===== config.mk =====
export PLATFORM = sky130hd
export DESIGN_NAME = debug_packet_deframer
export DESIGN_NICKNAME = d
export VERILOG_FILES = /design/src/sv/dpd_pkg.sv /design/src/sv/debug_packet_deframer.sv
export SDC_FILE = /design/constraint.sdc
export NUM_CORES = 1
export LEC_CHECK = 0
export BUFFER_PORTS_ARGS = -buffer_cell sky130_fd_sc_hd__buf_2
export CAP_MARGIN = 5
export CORE_MARGIN = 3
export CORE_UTILIZATION = 50
export CTS_BUF_LIST = sky130_fd_sc_hd__clkbuf_2 sky130_fd_sc_hd__clkbuf_4 sky130_fd_sc_hd__clkbuf_8
export CTS_CLUSTER_DIAMETER = 40
export DETAILED_ROUTE_END_ITERATION = 16
export GPL_ROUTABILITY_DRIVEN = 0
export PLACE_DENSITY = 0.77
export SLEW_MARGIN = 20
export SYNTH_ARGS = -nofsm -noshare
export SYNTH_HDL_FRONTEND = slang
export SYNTH_SLANG_ARGS = --single-unit

===== constraint.sdc =====
create_clock -name clk -period 2.6 [get_ports clk]
set_input_delay 0.26 -clock clk [delete_from_list [all_inputs] [get_ports clk]]
set_output_delay 0.26 -clock clk [all_outputs]
set_load 0.05 [all_outputs]

===== src/sv/dpd_pkg.sv =====
// shared constants and helpers for the debug packet deframer
package dpd_pkg;

    localparam int DEF_BUFFER_BYTES = 512;

    localparam logic [7:0] CH_START = 8'h24;
    localparam logic [7:0] CH_HASH  = 8'h23;
    localparam logic [7:0] CH_BREAK = 8'h03;

    localparam int COUNT_W = 9;
    localparam logic [COUNT_W-1:0] COUNT_MAX = 9'd511;

    localparam logic [1:0] PH_IDLE    = 2'd0;
    localparam logic [1:0] PH_PAYLOAD = 2'd1;
    localparam logic [1:0] PH_DIGIT1  = 2'd2;
    localparam logic [1:0] PH_DIGIT2  = 2'd3;

    localparam logic [1:0] KIND_PAYLOAD = 2'd0;
    localparam logic [1:0] KIND_END     = 2'd1;
    localparam logic [1:0] KIND_BREAK   = 2'd2;

    typedef struct packed {
        logic       bad;
        logic [3:0] value;
    } hex_digit_t;

    // decode an ascii hex digit, either case
    function automatic hex_digit_t hex_decode(input logic [7:0] b);
        hex_digit_t d;
        d.bad   = 1'b0;
        d.value = 4'd0;
        if (b >= 8'h30 && b <= 8'h39)
        begin
            d.value = b[3:0];
        end
        else if ((b >= 8'h41 && b <= 8'h46) || (b >= 8'h61 && b <= 8'h66))
        begin
            d.value = b[3:0] + 4'd9;
        end
        else
        begin
            d.bad = 1'b1;
        end
        return d;
    endfunction

endpackage


===== src/sv/debug_packet_deframer.sv =====
// Deframes $payload#hh remote-debug packets from a received byte stream.
// One byte is taken per clock while rx_stall is low. A byte is held in an input register, decoded
// against the framing state, and its result (payload byte, packet end or
// break request) lands in a result register, so bytes may arrive back to back
// without gaps unless a held result stalls them. Idle bytes other than 0x03,
// '#', the first checksum digit and bytes beyond the buffer limit give no result.
// rx_stall is raised only while a byte waits and a result is held unread under res_stall.
module debug_packet_deframer
    import dpd_pkg::*;
#(
    parameter int BUFFER_BYTES = DEF_BUFFER_BYTES
)
(
    input  logic               clk,
    input  logic               rst_n,
    input  logic               rx_valid,
    output logic               rx_stall,
    input  logic [7:0]         rx_byte,
    output logic               res_valid,
    input  logic               res_stall,
    output logic [1:0]         kind,
    output logic [7:0]         data_byte,
    output logic               checksum_ok,
    output logic               overflowed,
    output logic [COUNT_W-1:0] payload_length
);

    localparam int LIMIT_INT = (BUFFER_BYTES - 1 > 511) ? 511 : BUFFER_BYTES - 1;
    localparam logic [COUNT_W-1:0] PAYLOAD_LIMIT = LIMIT_INT[COUNT_W-1:0];

    logic               in_valid_reg;
    logic [7:0]         in_byte_reg;

    logic [1:0]         phase_reg, phase_next;
    logic [7:0]         sum_reg, sum_next;
    logic [COUNT_W-1:0] count_reg, count_next;
    logic [3:0]         high_reg, high_next;
    logic               high_bad_reg, high_bad_next;
    logic               ovf_reg, ovf_next;

    logic               res_valid_reg;
    logic [1:0]         kind_reg, kind_next;
    logic [7:0]         data_reg, data_next;
    logic               ok_reg, ok_next;
    logic               ovf_out_reg, ovf_out_next;
    logic [COUNT_W-1:0] len_reg, len_next;
    logic               has_result;

    logic               fire;
    hex_digit_t         digit;

    assign fire     = in_valid_reg && (!res_valid_reg || !res_stall);
    assign rx_stall = in_valid_reg && !fire;
    assign digit    = hex_decode(in_byte_reg);

    always_comb
    begin
        phase_next    = phase_reg;
        sum_next      = sum_reg;
        count_next    = count_reg;
        high_next     = high_reg;
        high_bad_next = high_bad_reg;
        ovf_next      = ovf_reg;
        has_result    = 1'b0;
        kind_next     = KIND_PAYLOAD;
        data_next     = 8'd0;
        ok_next       = 1'b0;
        ovf_out_next  = 1'b0;
        len_next      = '0;
        case (phase_reg)
            PH_IDLE:
            begin
                if (in_byte_reg == CH_BREAK)
                begin
                    has_result = 1'b1;
                    kind_next  = KIND_BREAK;
                end
                else if (in_byte_reg == CH_START)
                begin
                    phase_next    = PH_PAYLOAD;
                    sum_next      = 8'd0;
                    count_next    = '0;
                    high_next     = 4'd0;
                    high_bad_next = 1'b0;
                    ovf_next      = 1'b0;
                end
            end
            PH_PAYLOAD:
            begin
                if (in_byte_reg == CH_HASH)
                begin
                    phase_next = PH_DIGIT1;
                end
                else
                begin
                    sum_next = sum_reg + in_byte_reg;
                    if (count_reg < PAYLOAD_LIMIT)
                    begin
                        count_next = count_reg + COUNT_W'(1);
                        has_result = 1'b1;
                        kind_next  = KIND_PAYLOAD;
                        data_next  = in_byte_reg;
                    end
                    else
                    begin
                        // buffer full: byte still counts toward the sum
                        ovf_next = 1'b1;
                    end
                end
            end
            PH_DIGIT1:
            begin
                high_next     = digit.value;
                high_bad_next = digit.bad;
                phase_next    = PH_DIGIT2;
            end
            default:
            begin
                phase_next   = PH_IDLE;
                has_result   = 1'b1;
                kind_next    = KIND_END;
                ok_next      = !high_bad_reg && !digit.bad &&
                               ({high_reg, digit.value} == sum_reg);
                ovf_out_next = ovf_reg;
                len_next     = count_reg;
            end
        endcase
    end

    always_ff @(posedge clk or negedge rst_n)
    begin
        if (!rst_n)
        begin
            in_valid_reg  <= 1'b0;
            res_valid_reg <= 1'b0;
            phase_reg     <= PH_IDLE;
            sum_reg       <= 8'd0;
            count_reg     <= '0;
            high_reg      <= 4'd0;
            high_bad_reg  <= 1'b0;
            ovf_reg       <= 1'b0;
        end
        else
        begin
            if (!rx_stall)
            begin
                in_valid_reg <= rx_valid;
            end
            if (fire)
            begin
                res_valid_reg <= has_result;
                phase_reg     <= phase_next;
                sum_reg       <= sum_next;
                count_reg     <= count_next;
                high_reg      <= high_next;
                high_bad_reg  <= high_bad_next;
                ovf_reg       <= ovf_next;
            end
            else if (!res_stall)
            begin
                res_valid_reg <= 1'b0;
            end
        end
    end

    always_ff @(posedge clk)
    begin
        if (!rx_stall && rx_valid)
        begin
            in_byte_reg <= rx_byte;
        end
        if (fire)
        begin
            kind_reg    <= kind_next;
            data_reg    <= data_next;
            ok_reg      <= ok_next;
            ovf_out_reg <= ovf_out_next;
            len_reg     <= len_next;
        end
    end

    assign res_valid      = res_valid_reg;
    assign kind           = kind_reg;
    assign data_byte      = data_reg;
    assign checksum_ok    = ok_reg;
    assign overflowed     = ovf_out_reg;
    assign payload_length = len_reg;

`ifndef SYNTHESIS
    a_count_limit: assert property (@(posedge clk) disable iff (!rst_n)
        count_reg <= PAYLOAD_LIMIT)
        else $error("payload count beyond buffer limit");

    a_ovf_full: assert property (@(posedge clk) disable iff (!rst_n)
        ovf_reg |-> count_reg == PAYLOAD_LIMIT)
        else $error("overflow set before buffer filled");

    a_end_idle: assert property (@(posedge clk) disable iff (!rst_n)
        (fire && phase_reg == PH_DIGIT2) |=> (phase_reg == PH_IDLE && res_valid_reg &&
        kind_reg == KIND_END))
        else $error("second digit did not close the packet");

    a_data_zero: assert property (@(posedge clk) disable iff (!rst_n)
        (res_valid_reg && kind_reg != KIND_PAYLOAD) |-> data_reg == 8'd0)
        else $error("data byte set on non-payload result");

    a_no_drop: assert property (@(posedge clk) disable iff (!rst_n)
        (res_valid_reg && res_stall) |=> (res_valid_reg && $stable(kind_reg) &&
        $stable(len_reg)))
        else $error("held result lost");
`endif

endmodule

==> flow_summary.json <==
{
  "overflow": 0,
  "leakage_nw": 1.41,
  "intPower_w": 0.00193,
  "timing.rr.end": "sum_reg[7]",
  "synthCells": 258,
  "post_cts_buffers": 0,
  "combPwrFrac": 0.452,
  "crit_arrival_ns": 2.59,
  "rsz0062_at_grt": "false",
  "hold_path_class": "input port to register",
  "grt_pass1_vias": 2004,
  "wl_met3_um": 276,
  "p_clk_frac": 0.141,
  "syn-num-nets": 286,
  "die_y_um": 82.7,
  "grtUsageTotal": 0.190,
  "grt_start_max_net_pins": 28,
  "antenna_left": 0,
  "r2r_start": "in_byte_reg[3]",
  "seq_area_frac_synth": 0.526,
  "fin_crit_ns": 2.39,
  "avgRoutedWirePerCell_um": 16.2,
  "cts_num_sinks": 56,
  "seqPwrFrac": 0.407,
  "clkTransAtPathRegs_ns": 0.11,
  "fmax_mhz": 419,
  "synth_commonest_cells": "edfxtp_1, dfrtp_1, nand2_1",
  "grt_pass1_wl_mm": 9.81,
  "cts-root-buf": "clkbuf_8",
  "drive_gt1_frac": 0.181,
  "dp_cells": 362,
  "ys.flop_type": "edfxtp_1",
  "synth_top_area_share": 0.296,
  "start_util": 0.524,
  "vias_per_cell": 5.79,
  "nets": 326,
  "numCtsBuffers": 5,
  "syn-cell-area_mm2": 0.00294,
  "synthTopCellsByArea": "edfxtp_1, dfrtp_1, ha_1, nand2_1, and2_1",
  "crit_type": "register to register",
  "crit_path_max_fanout": 11,
  "hold_violations": 0,
  "drcViolationCount": 0,
  "ff2ff_path_depth": 5,
  "yosysUniqueCellTypes": 51,
  "timing.setup.tns_ns": 0,
  "worst_pin_slew_ns": 0.648,
  "cts_htree_levels": 2,
  "place_hpwl_mm": 4.55,
  "clock_path_buffers": 2,
  "fin_skew_ns": 0.0142,
  "wirelength_mm": 6.00,
  "port_buffers": 34,
  "die_area_mm2": 0.00684,
  "die_width_um": 82.7,
  "critPathCaptureType": "register",
  "dr.pass1.iters": 4,
  "slew_headroom": 0.568,
  "top_layer": "met4",
  "setup_viol": 0,
  "synth_area_leader_cell": "edfxtp_1",
  "synth-edff-count": 29,
  "placementRows": 27,
  "rrSetupSlack_ns": 0.21,
  "area_delta_synth_final_pct": 12.1,
  "async_flop_share": 0.482,
  "worstSetupStartpointType": "register",
  "slew_viol_final": 0,
  "hold_start": "rx_byte[6]",
  "final_cells": 371,
  "cts_tree": "built",
  "powerDensity_mw_per_mm2": 1040,
  "hold_slack_ns": 0.118,
  "maxCapViolCount": 0,
  "wl_met2_mm": 2.97,
  "drt-met1-wl_mm": 2.65,
  "clock_latency_ns": 0.32,
  "period_share": 0.919,
  "synth_area_per_cell_um2": 11.4,
  "switching_power_w": 0.00150,
  "drt-initial-drc-count": 144,
  "swShare": 0.437,
  "synth_most_common_cell": "edfxtp_1",
  "ys_ff_latch": 56,
  "yosys_warnings": 0,
  "antenna_found_initial": 0,
  "cp.required_ns": 2.80,
  "num_io_pins": 35,
  "vdd_drop_max_uv": 497,
  "hold_path_depth": 1,
  "status": "completed",
  "fp.coreArea_mm2": 0.00561,
  "vias": 2149,
  "holdPathEnd": "in_byte_reg[6]",
  "antenna_cells": 0
}
==> cells by family (layout without fill, tap and decap cells) <==
family                   count (synthesis)  after routing  synth area share
AO/OA/AOI/OAI                           53             53             0.137
XOR/XNOR                                13             13            0.0387
adder cells (fa/ha/maj)                 16             16            0.0706
buffers and inverters                   14             55            0.0217
flip-flops                              56             56             0.526
multiplexers                             5              5            0.0174
AND/OR/NAND/NOR                        101            101             0.189
==> cell usage in the layout (no fill, tap or decap), types with 3 or more instances in the layout <==
| cell | netlist | routed |
|---|---|---|
| mux2i_1 | 4 | 4 |
| nand3_1 | 10 | 10 |
| nand4_1 | 4 | 4 |
| xnor2_1 | 8 | 8 |
| nand2_1 | 22 | 22 |
| a22o_1 | 4 | 4 |
| buf_4 | 1 | 3 |
| nor2_1 | 12 | 12 |
| buf_2 | 0 | 34 |
| and2_1 | 13 | 12 |
| inv_1 | 9 | 9 |
| o211ai_1 | 4 | 4 |
| o21ai_0 | 11 | 11 |
| clkbuf_8 | 0 | 5 |
| o2bb2ai_1 | 4 | 4 |
| edfxtp_1 | 29 | 29 |
| xor2_1 | 5 | 5 |
| and3_1 | 7 | 7 |
| nor3_1 | 8 | 8 |
| a21oi_1 | 7 | 7 |
| ha_1 | 15 | 15 |
| dfrtp_1 | 27 | 27 |
| a32o_1 | 3 | 3 |
| or3_1 | 5 | 5 |
| a21o_1 | 3 | 3 |
| nand2b_1 | 4 | 4 |
==> how the worst max path moves through the flow <==
stage                   startpoint      endpoint  slack (ns)  cells past startpoint
floorplan                res_valid  phase_reg[1]        0.15                      7
global placement    in_byte_reg[3]    sum_reg[7]        0.31                      5
detailed placement  in_byte_reg[3]    sum_reg[7]        0.09                      5
CTS                 in_byte_reg[3]    sum_reg[7]         0.1                      5
global route        in_byte_reg[3]    sum_reg[7]        0.04                      5
finish              in_byte_reg[3]    sum_reg[7]        0.21                      5
==> final cells by class <==
cell class              count  area (um^2)
clock inverters             3         22.5
repair buffers             38          203
clock buffers               5         68.8
multi-input cells         188         1330
flip-flops and latches     56         1550
well taps                  72         90.1
fillers                   456         2310
inverters                   9         33.8
==> power by group through the flow <==
stage	combinational (W)	clock, W	sequential [W]
floorplan	0.000884	0	0.00170
global placement	0.00151	0	0.00140
detailed placement	0.00155	0	0.00141
CTS	0.00156	0.000495	0.00139
global route	0.00172	0.000527	0.00143
finish	0.00155	0.000482	0.00139
==> routing by layer <==
layer / vias up / global-route usage
li1: 1039 / -
met5: - / 0
met2: 64 / 0.308
met1: 1035 / 0.256
met3: 11 / 0.0336
met4: 0 / 0.0719
==> critical path, cell delays in order, from the launching register on <==
cell	delay (ns)
edfxtp_1	0.51
or3_1	0.54
o31ai_4	0.38
and2_2	0.33
nand2_1	0.16
o311ai_0	0.37
==> per-stage QoR <==
step                area, um^2  power (W)   util  worst slack [ns]
CTS                       3290    0.00344  0.587            0.0967
detailed placement        3190    0.00296  0.569            0.0855
finish                    3300    0.00342  0.588             0.211
global route              3300    0.00367  0.588            0.0435
global placement          3190    0.00291  0.569             0.311
floorplan                 2940    0.00259      -             0.149
==> what timing repair did <==
action | CTS | global route
hold endpoints to repair | 27 | 0
gates resized for setup | 0 | 1
endpoints found under the setup margin | 0 | 1
hold buffers | 1 | 0
Note: power is estimated with default switching activity, not from simulation.
